## config.mk

```make
export PLATFORM = sky130hd
export DESIGN_NAME = rename_free_list
export DESIGN_NICKNAME = d
export VERILOG_FILES = /design/src/rfl_pkg.sv /design/src/rfl_store.sv /design/src/rfl_ctrl.sv /design/src/rename_free_list.sv
export SDC_FILE = /design/constraint.sdc
export NUM_CORES = 1
export LEC_CHECK = 0
export ABC_AREA = 1
export BUFFER_PORTS_ARGS = -buffer_cell sky130_fd_sc_hd__buf_2
export CAP_MARGIN = 20
export CORE_UTILIZATION = 60
export CTS_CLUSTER_DIAMETER = 60
export DETAILED_ROUTE_END_ITERATION = 6
export HOLD_SLACK_MARGIN = 0.15
export PLACE_DENSITY = 0.77
export SLEW_MARGIN = 20
export SYNTH_ARGS = -nofsm -noshare
export SYNTH_HDL_FRONTEND = slang
export SYNTH_SLANG_ARGS = --single-unit
```

## constraint.sdc

```tcl
create_clock -name clk -period 4 [get_ports clk]
set_input_delay 0.8 -clock clk [delete_from_list [all_inputs] [get_ports clk]]
set_output_delay 0.8 -clock clk [all_outputs]
set_load 0.05 [all_outputs]
```

## src/rfl_pkg.sv

```systemverilog
// Types, constants and codes shared by the rename free list modules.
package rfl_pkg;

    // Register file dimensions.
    localparam int PHYS_REGS = 64;
    localparam int ARCH_REGS = 32;

    // The list holds every physical register that has no architectural owner.
    localparam int LIST_CAP  = PHYS_REGS - ARCH_REGS;
    localparam int PTR_W     = $clog2(LIST_CAP);
    localparam int ENTRY_W   = 6;
    localparam int COUNT_W   = 6;

    // Operation codes.
    localparam logic [1:0] FUNC_PUSH   = 2'd0;
    localparam logic [1:0] FUNC_POP    = 2'd1;
    localparam logic [1:0] FUNC_REMOVE = 2'd2;

    // Status codes.
    localparam logic [1:0] STATUS_OK      = 2'd0;
    localparam logic [1:0] STATUS_INVALID = 2'd1;
    localparam logic [1:0] STATUS_FULL    = 2'd2;
    localparam logic [1:0] STATUS_EMPTY   = 2'd3;

    // Request word.
    typedef struct packed {
        logic [1:0] func;
        logic [7:0] reg_index;
    } req_word_t;

    // Response word.
    typedef struct packed {
        logic [1:0]         status;
        logic [ENTRY_W-1:0] reg_out;
        logic [COUNT_W-1:0] fill_count;
    } rsp_word_t;

    // Write port of the entry store.
    typedef struct packed {
        logic               en;
        logic [PTR_W-1:0]   addr;
        logic [ENTRY_W-1:0] data;
    } store_wr_t;

endpackage

```

## src/rfl_store.sv

```systemverilog
// Entry store of the free list: a circular array with one read and one write port.
module rfl_store (
    input  logic                         clk,
    input  logic                         rst_n,
    input  logic [rfl_pkg::PTR_W-1:0]    rd_addr,
    output logic [rfl_pkg::ENTRY_W-1:0]  rd_data,
    input  rfl_pkg::store_wr_t           wr
);
    import rfl_pkg::*;

    logic [ENTRY_W-1:0] entry_reg [LIST_CAP];

    // Reset fills the list with the registers that have no architectural owner.
    always_ff @(posedge clk or negedge rst_n)
    begin
        if (!rst_n)
        begin
            for (int i = 0; i < LIST_CAP; i++)
            begin
                entry_reg[i] <= ENTRY_W'(ARCH_REGS + i);
            end
        end
        else if (wr.en)
        begin
            entry_reg[wr.addr] <= wr.data;
        end
    end

    // The single read port.
    assign rd_data = entry_reg[rd_addr];

endmodule

```

## src/rfl_ctrl.sv

```systemverilog
// Sequencer of the free list: runs push, pop and the entry-by-entry remove scan.
module rfl_ctrl (
    input  logic                         clk,
    input  logic                         rst_n,
    input  logic                         req_valid,
    output logic                         req_stall,
    input  rfl_pkg::req_word_t           req,
    output logic                         rsp_valid,
    input  logic                         rsp_stall,
    output rfl_pkg::rsp_word_t           rsp,
    output logic [rfl_pkg::PTR_W-1:0]    rd_addr,
    input  logic [rfl_pkg::ENTRY_W-1:0]  rd_data,
    output rfl_pkg::store_wr_t           wr
);
    import rfl_pkg::*;

    typedef enum logic [1:0] {
        IDLE,
        EXEC,
        SCAN,
        SHIFT
    } state_t;

    state_t             state_reg, state_next;
    logic [1:0]         func_reg, func_next;
    logic [7:0]         idx_reg, idx_next;
    logic [PTR_W-1:0]   head_reg, head_next;
    logic [COUNT_W-1:0] occ_reg, occ_next;
    logic [PTR_W-1:0]   pos_reg, pos_next;
    logic               rsp_valid_reg, rsp_valid_next;
    rsp_word_t          rsp_reg, rsp_next;

    logic               out_free;
    logic               idx_bad;
    logic [COUNT_W-1:0] pos_inc;
    logic               fin;
    logic [1:0]         fin_status;
    logic [ENTRY_W-1:0] fin_reg;

    assign req_stall = (state_reg != IDLE);
    assign rsp_valid = rsp_valid_reg;
    assign rsp       = rsp_reg;

    // The output register can take a new word when empty or being emptied.
    assign out_free = !rsp_valid_reg || !rsp_stall;
    assign idx_bad  = (idx_reg >= 8'(PHYS_REGS));
    assign pos_inc  = {1'b0, pos_reg} + COUNT_W'(1);

    // The shift step reads the entry behind the one it overwrites.
    assign rd_addr = head_reg + pos_reg + PTR_W'(state_reg == SHIFT);

    // Next-state and datapath logic.
    always_comb
    begin
        state_next     = state_reg;
        func_next      = func_reg;
        idx_next       = idx_reg;
        head_next      = head_reg;
        occ_next       = occ_reg;
        pos_next       = pos_reg;
        rsp_valid_next = rsp_valid_reg && rsp_stall;
        rsp_next       = rsp_reg;
        wr             = '0;
        fin            = 1'b0;
        fin_status     = STATUS_OK;
        fin_reg        = '0;

        case (state_reg)
            IDLE:
            begin
                if (req_valid)
                begin
                    func_next  = req.func;
                    idx_next   = req.reg_index;
                    pos_next   = '0;
                    state_next = EXEC;
                end
            end

            EXEC:
            begin
                case (func_reg)
                    FUNC_PUSH:
                    begin
                        if (out_free)
                        begin
                            fin = 1'b1;
                            if (idx_bad)
                            begin
                                fin_status = STATUS_INVALID;
                            end
                            else if (occ_reg == COUNT_W'(LIST_CAP))
                            begin
                                fin_status = STATUS_FULL;
                            end
                            else
                            begin
                                wr.en    = 1'b1;
                                wr.addr  = head_reg + occ_reg[PTR_W-1:0];
                                wr.data  = idx_reg[ENTRY_W-1:0];
                                occ_next = occ_reg + COUNT_W'(1);
                            end
                        end
                    end

                    FUNC_POP:
                    begin
                        if (out_free)
                        begin
                            fin = 1'b1;
                            if (occ_reg == '0)
                            begin
                                fin_status = STATUS_EMPTY;
                            end
                            else
                            begin
                                fin_reg   = rd_data;
                                head_next = head_reg + PTR_W'(1);
                                occ_next  = occ_reg - COUNT_W'(1);
                            end
                        end
                    end

                    FUNC_REMOVE:
                    begin
                        if (idx_bad || occ_reg == '0)
                        begin
                            if (out_free)
                            begin
                                fin        = 1'b1;
                                fin_status = idx_bad ? STATUS_INVALID : STATUS_EMPTY;
                            end
                        end
                        else
                        begin
                            state_next = SCAN;
                        end
                    end

                    default:
                    begin
                        // An unused code changes nothing and answers ok.
                        if (out_free)
                        begin
                            fin = 1'b1;
                        end
                    end
                endcase
            end

            SCAN:
            begin
                // One entry is compared per cycle, starting at the head.
                if (rd_data == idx_reg[ENTRY_W-1:0])
                begin
                    state_next = SHIFT;
                end
                else if (pos_inc == occ_reg)
                begin
                    if (out_free)
                    begin
                        fin        = 1'b1;
                        fin_status = STATUS_EMPTY;
                    end
                end
                else
                begin
                    pos_next = pos_inc[PTR_W-1:0];
                end
            end

            SHIFT:
            begin
                // Close the gap one entry per cycle, then drop the tail.
                if (pos_inc < occ_reg)
                begin
                    wr.en    = 1'b1;
                    wr.addr  = head_reg + pos_reg;
                    wr.data  = rd_data;
                    pos_next = pos_inc[PTR_W-1:0];
                end
                else if (out_free)
                begin
                    fin      = 1'b1;
                    fin_reg  = idx_reg[ENTRY_W-1:0];
                    occ_next = occ_reg - COUNT_W'(1);
                end
            end

            default:
            begin
                state_next = IDLE;
            end
        endcase

        // Load the response word at the end of an operation.
        if (fin)
        begin
            rsp_valid_next      = 1'b1;
            rsp_next.status     = fin_status;
            rsp_next.reg_out    = fin_reg;
            rsp_next.fill_count = occ_next;
            state_next          = IDLE;
        end
    end

    // State and registered outputs.
    always_ff @(posedge clk or negedge rst_n)
    begin
        if (!rst_n)
        begin
            state_reg     <= IDLE;
            func_reg      <= FUNC_PUSH;
            idx_reg       <= '0;
            head_reg      <= '0;
            occ_reg       <= COUNT_W'(LIST_CAP);
            pos_reg       <= '0;
            rsp_valid_reg <= 1'b0;
            rsp_reg       <= '0;
        end
        else
        begin
            state_reg     <= state_next;
            func_reg      <= func_next;
            idx_reg       <= idx_next;
            head_reg      <= head_next;
            occ_reg       <= occ_next;
            pos_reg       <= pos_next;
            rsp_valid_reg <= rsp_valid_next;
            rsp_reg       <= rsp_next;
        end
    end

endmodule

```

## src/rename_free_list.sv

```systemverilog
// Push, pop and invalid or unused requests run in the EXEC state, then load the response register.
// Remove scans one entry per cycle from the head, then shifts the later ones down per cycle,
// and at the end loads its result into the response register.
// One word is in flight at a time; the response register lets a new word in while it waits.
// Reset is asynchronous, active low, and leaves registers 32 to 63 in the list, oldest first.
// Top level of the rename free list: sequencer and entry store.
module rename_free_list (
    input  logic               clk,
    input  logic               rst_n,
    input  logic               req_valid,
    output logic               req_stall,
    input  rfl_pkg::req_word_t req,
    output logic               rsp_valid,
    input  logic               rsp_stall,
    output rfl_pkg::rsp_word_t rsp
);
    import rfl_pkg::*;

    logic [PTR_W-1:0]   rd_addr;
    logic [ENTRY_W-1:0] rd_data;
    store_wr_t          wr;

    // Sequencer with the comparator and pointers.
    rfl_ctrl u_ctrl (
        .clk       (clk),
        .rst_n     (rst_n),
        .req_valid (req_valid),
        .req_stall (req_stall),
        .req       (req),
        .rsp_valid (rsp_valid),
        .rsp_stall (rsp_stall),
        .rsp       (rsp),
        .rd_addr   (rd_addr),
        .rd_data   (rd_data),
        .wr        (wr)
    );

    // Circular entry store.
    rfl_store u_store (
        .clk     (clk),
        .rst_n   (rst_n),
        .rd_addr (rd_addr),
        .rd_data (rd_data),
        .wr      (wr)
    );

endmodule

```

After elaboration in Yosys (flattened, before gate mapping). Index checks and enable logic that the tools add are counted.

Bits in registers: 235. Bits in latches: 0. Bits in writable memories: 0. Bits in read-only memories: 0. Input bits: 14. Output and inout port bits: 16. Logic and storage cells: 148. Memories kept: 0.

$add $sub $neg: 7. Multiply operators: 0. Div/mod/pow operators: 0. Order comparisons: 5. Equal/unequal tests: 16. Shift-type cells: 0. Multiplexer cells: 59. Bitwise logic cells: 3. Reduce and logical (&&, ||, !) cells: 16.

Operator list (number): bitwise mux 192 bit (1); 2-to-1 mux 6 bit (15); 2-to-1 mux 12 bit (5); one-hot mux 6 bit (2 select lines) (3); 2-to-1 mux 2 bit (16); binary-select mux 6 bit (select 5 bit) (1); demux 6 bit (select 5 bit) (1); one-hot mux 12 bit (2 select lines) (1); 2-to-1 mux 5 bit (4); one-hot mux 5 bit (3 select lines) (1); == test 6 bit (2); >= comparator 6 bit, second input constant (2); NOT 5 -> 6 bit (2); one-hot mux 2 bit (3 select lines) (2); adder 5 bit (2); AND reduction 5 bit (2); >= comparator 8 x 7 -> 1 bit, second input constant (1); inequality test 2 bit, second input constant (4); 2-to-1 mux 1 bit (7); adder 5 x 1 -> 6 bit, second input constant (1); adder 6 x 1 -> 6 bit, second input constant (1); == test 2 bit, second input constant (3); == test 6 bit, second input constant (1); zero test 6 bit (1); other kinds (20) (27).

Longest topological paths before layout.
Depth after elaboration: 14. Depth in mapped cells: 28. Mapped depth without buffers: 26.

By module. A second synthesis with hierarchy kept.

Cells, all modules: 1584. Area total of the unflattened synthesis: 12330.6 um^2.

Modules (own cells, without submodules): rfl_store (instances 1, cells each 1142, area an instance 9043.7 um^2, sequential area each 4944.7 um^2); rfl_ctrl (instances 1, cells each 442, area an instance 3286.9 um^2, sequential area each 1077.3 um^2).

Worst setup path after synthesis. OpenSTA, ideal clock, no wires.

Path type: register to register. Start point: register u_ctrl.head_reg[0]. End point: register u_ctrl.rsp_reg (netlist bit u_ctrl.rsp[4]). Library setup time: 118 ps. Data arrival time: 3365 ps. Required time: 3882 ps. Setup slack: 517 ps. Cell stages (with the launch flop): 27. Buffers on the path: 3. Period minus slack after synthesis: 3483 ps. Path through: dfrtp_1 > ha_1 > inv_1 > fa_1 > inv_1 > ha_1 > buf_2 > inv_2 > clkbuf_1 > nand3_1 > nand2_1 > o21ai_1 > nand2_1 > nand2_1 > nand2_1 > nand2_1 > nand2_1 > nand2_1 > nor2_2 > nand3_2 > nand2_2 > nand3_2 > nand2_4 > inv_2 > buf_6 > nand2_1 > nand2_1.

Word-level cells in the longest chain between the ends: 9.

Ends and longest elaborated chain: start: declaration (line rfl_ctrl.sv:27) `logic [PTR_W-1:0] head_reg, head_next;`; start signal: assignment (line rfl_ctrl.sv:226) `head_reg <= head_next;`; adder 5 bit (line rfl_ctrl.sv:50) `assign rd_addr = head_reg + pos_reg + PTR_W'(state_reg == SHIFT);`; adder 5 x 1 -> 5 bit (line rfl_ctrl.sv:50); NOT 5 -> 6 bit (implied by the code) (line rfl_store.sv:30) `assign rd_data = entry_reg[rd_addr];`; binary-select mux 6 bit (select 5 bit) (line rfl_store.sv:30); 2-to-1 mux 6 bit (implied by the code) (2 in a row) (line rfl_store.sv:30); == test 6 bit (line rfl_ctrl.sv:154) `if (rd_data == idx_reg[ENTRY_W-1:0])`; 2-to-1 mux 1 bit (line rfl_ctrl.sv:154); one-hot mux 1 bit (3 select lines) (line rfl_ctrl.sv:68) `case (state_reg)`; end signal: assignment (line rfl_ctrl.sv:230) `rsp_reg <= rsp_next;`; end: declaration (line rfl_ctrl.sv:31) `rsp_word_t rsp_reg, rsp_next;`.

No other way between the ends. The select of a mux whose other input is x is not followed. A chain may end at the register's enable or synchronous reset.

Worst setup path in the final report.
Start point: register u_ctrl.head_reg[0]. End point: register u_ctrl.state_reg[0].

Word-level cells in the longest chain between the ends: 11. Elaborated cells on any way between the ends: 16. Those cells by class: add/sub: 2; eq/ne: 5; mux: 6; bitwise: 1; reduce/logical: 2.

Ends and longest elaborated chain: adder 5 bit * (line rfl_ctrl.sv:50); adder 5 x 1 -> 5 bit * (line rfl_ctrl.sv:50); NOT 5 -> 6 bit (implied by the code) * (line rfl_store.sv:30); binary-select mux 6 bit (select 5 bit) * (line rfl_store.sv:30); 2-to-1 mux 6 bit (implied by the code) * (2 in a row) (line rfl_store.sv:30); == test 6 bit * (line rfl_ctrl.sv:154); 2-to-1 mux 1 bit (line rfl_ctrl.sv:154); one-hot mux 1 bit (3 select lines) (line rfl_ctrl.sv:68); inequality test 3 x 1 -> 1 bit (no source line) (tied with other cells); AND reduction 5 bit (no source line); end signal: assignment (line rfl_ctrl.sv:223) `state_reg <= state_next;`; end: declaration (line rfl_ctrl.sv:24) `state_t state_reg, state_next;`.

Every way passes the cells marked *; elsewhere a longest branch is shown, timed or not. The select of a mux whose other input is x is not followed.

==> impl_metrics.py <==
metrics = {
    "run_status": {
        "outcome": "completed",
    },
    "sta": {
        "fmax_ghz": 0.2656,
        "hold_viol": 0,
        "holdWs_ps": 326.4,
        "setup_viol": 0,
        "slew_violations": 0,
        "worst_slew_pin_slew_ps": 739.6,
        "setup_ws_ps": 235.1,
        "period_share_pct": 94.12,
        "relSlewSlack_pct": 50.69,
        "period_minus_slack_ps": 3765,
        "worst_clock_skew_ps": 19.75,
        "rsz0062_at_grt": "true",
    },
    "placed_design": {
        "io_buffers": 29,
        "dp_worst_setup_slack_ps": 150.4,
        "place_congestion": 0.9444,
        "dp_hpwl_mm": 21.78,
        "placedInstanceArea_sq_mm": 0.01315,
    },
    "drt": {
        "ant_nets": 0,
        "dr.pass1.iters": 5,
        "detail_route.wl_per_cell_microns": 17.20,
        "drc": 0,
        "vias": 11010,
        "routed_via_density": 5.691,
        "wl_met1_mm": 14.19,
        "initialDrtViolationCount": 961,
        "dr.max_layer_used": "met4",
        "drt_wl_total_mm": 33.27,
        "met2_length_mm": 15.80,
        "route.met3.wl_mm": 2.183,
    },
    "critical_path": {
        "rrSetupSlack_ps": 240,
        "cpPeakStageDelay_ps": 610,
        "arrival_ps": 4180,
        "crit-reg2reg-launch": "u_ctrl.head_reg[0]",
        "path_class": "reg -> reg",
        "rr_worst_depth": 28,
        "worstPathMaxFanout": 10,
        "cpMostUsedCell": "nand2_1",
        "cp.required_ps": 4420,
        "critPathLaunchType": "register",
        "cpMaxStageDelayCell": "fa_1",
        "endpoint_kind": "register",
        "r2r_end": "u_ctrl.state_reg[0]",
    },
    "finish": {
        "fill_cells": 1702,
        "final_common_cell": "nand2_1",
        "antenna_cells": 0,
        "largest_reg_flops": 192,
        "fin_util_pct": 67.63,
        "final_cell_mix": "466 x nand2_1, 201 x nor2_1, 190 x a21oi_1",
        "seq_area_sq_mm": 0.006022,
        "multi_input_area_sq_mm": 0.005946,
        "nNetsFinal": 1680,
        "final_area_sq_mm": 0.01422,
        "area_delta_synth_final_pct": 10.79,
        "drive_above_1_share_pct": 18.44,
    },
    "power_and_ir_drop": {
        "p_leak_uw": 0.006601,
        "ir_worst_vdd_mv": 0.7090,
        "power.total_uw": 14270,
        "pwr_density_cell_mw_per_mm2": 1004,
    },
    "synth": {
        "synth_seq_cells": 235,
        "synth-edff-count": 0,
        "postSynth.asyncResetShare_pct": 100.0,
        "yosys_warnings": 0,
        "synth_cell_type_count": 44,
        "synth_ff_type": "dfrtp_1",
        "netlist_area_sq_mm": 0.01283,
        "synth_seq_area_share_pct": 46.93,
        "avgSynthCellArea_sq_um": 7.849,
        "synth_nets": 1676,
        "syn_inst": 1635,
    },
    "global_route": {
        "antenna_found_initial": 0,
        "grt_max_degree": 110,
        "grt_use_total_pct": 31.00,
        "overflow": 0,
        "grt_pass1_wl_mm": 54.03,
        "grt_pass1_vias": 10520,
    },
    "floorplan": {
        "start_util_pct": 61.04,
        "core_area_sq_mm": 0.02102,
        "die_area_sq_mm": 0.02198,
        "pin_count": 30,
        "die_x_microns": 148.2,
        "row_count": 53,
        "die-height_microns": 148.2,
    },
    "clocking": {
        "htree_levels": 1,
        "clock_path_buffers": 3,
        "cts_tree": "built",
        "clock_sinks": 235,
        "clkTransAtPathRegs_ps": 60,
        "cts_made_buffers": 27,
        "insertion_delay_ps": 530,
        "root_buffer": "clkbuf_16",
    },
    "worst_hold_path": {
        "hp-class": "in -> async",
    },
    "flow_run": {
        "cap_violations": 0,
    },
}
## worst max-delay path by stage
stage,startpoint,end,cells after the start
6_report,u_ctrl.head_reg[0],u_ctrl.state_reg[0],28
5_1_grt,u_ctrl.pos_reg[0],u_ctrl.rsp[13],25
4_1_cts,u_ctrl.pos_reg[0],u_store.entry_reg[23],19
3_5_place_dp,u_ctrl.pos_reg[0],u_store.entry_reg[166],20
3_3_place_gp,u_ctrl.pos_reg[0],u_store.entry_reg[23],19
2_1_floorplan,u_ctrl.head_reg[0],u_ctrl.rsp[4],26
## cell usage after synthesis (12+ instances only)
library cell	n	area, sq um
nand3_1	131	655.6
nor2_1	205	769.5
dfstp_2	113	2969
dfrtp_1	122	3053
nand4_1	12	75.07
buf_2	35	175.2
nor2_4	13	146.4
inv_1	77	289.0
inv_2	15	56.30
nor2_2	15	93.84
nand2_1	466	1749
o21ai_0	47	235.2
a21oi_1	190	950.9
o21ai_1	14	70.07
xor2_1	14	122.6
ha_1	25	312.8
clkbuf_1	22	82.58
buf_4	30	225.2
## metrics by stage
step / TNS (ps) / instances
6_report: 0 / 1934
5_1_grt: -175.6 / 1934
4_1_cts: 0 / 1929
3_5_place_dp: 0 / 1880
3_3_place_gp: 0 / 1880
2_1_floorplan: 0 / 1635
## report_power, final
part           internal, uW  leakage, uW  switching, uW
Clock                  1590     0.000459            984
Sequential             2990      0.00274            349
Combinational          2620      0.00340           5740
Total                  7190      0.00660           7070
## critical path, delay by kind of cell (launching register included)
| family | cells | cell delay [ps] |
|---|---|---|
| adders and majority gates | 3 | 1110 |
| buffers and inverters | 6 | 620 |
| and+or+nand+nor | 17 | 1370 |
| AOI/OAI and AO/OA | 2 | 230 |
| DFF | 1 | 350 |
## timing repair
| item | 4_1_cts | 5_1_grt |
|---|---|---|
| endpoints found under the setup margin | 0 | 44 |
| hold buffers | 0 | 0 |
| buffers inserted | 0 | 3 |
| resized for setup | 0 | 14 |
## cell type report
| cell class | count | share of cell area [%] |
|---|---|---|
| tap | 275 | 2.420 |
| multi-input combinational | 1209 | 41.82 |
| clock inverter | 12 | 1.197 |
| inverter | 95 | 2.526 |
| clock buffer | 37 | 5.368 |
| timing repair buffer | 71 | 4.312 |
| sequential | 235 | 42.36 |
## layer usage
metal / vias up / global-route usage, %
met3: 74 / 3.988
met2: 398 / 49.58
li1: 5335 / -
met1: 5199 / 42.97
met4: 0 / 12.37
met5: - / 0
## kinds of logic after synthesis
logic type                 share of synthesized area (%)
muxes                                             0.1755
and+or+nand+nor                                    29.11
xor gates and xnor gates                           1.229
AOI/OAI and AO/OA                                  12.58
DFF                                                46.93
adders and majority gates                          2.750
buffers and inverters                              7.225
(Power assumes the default switching activity.)
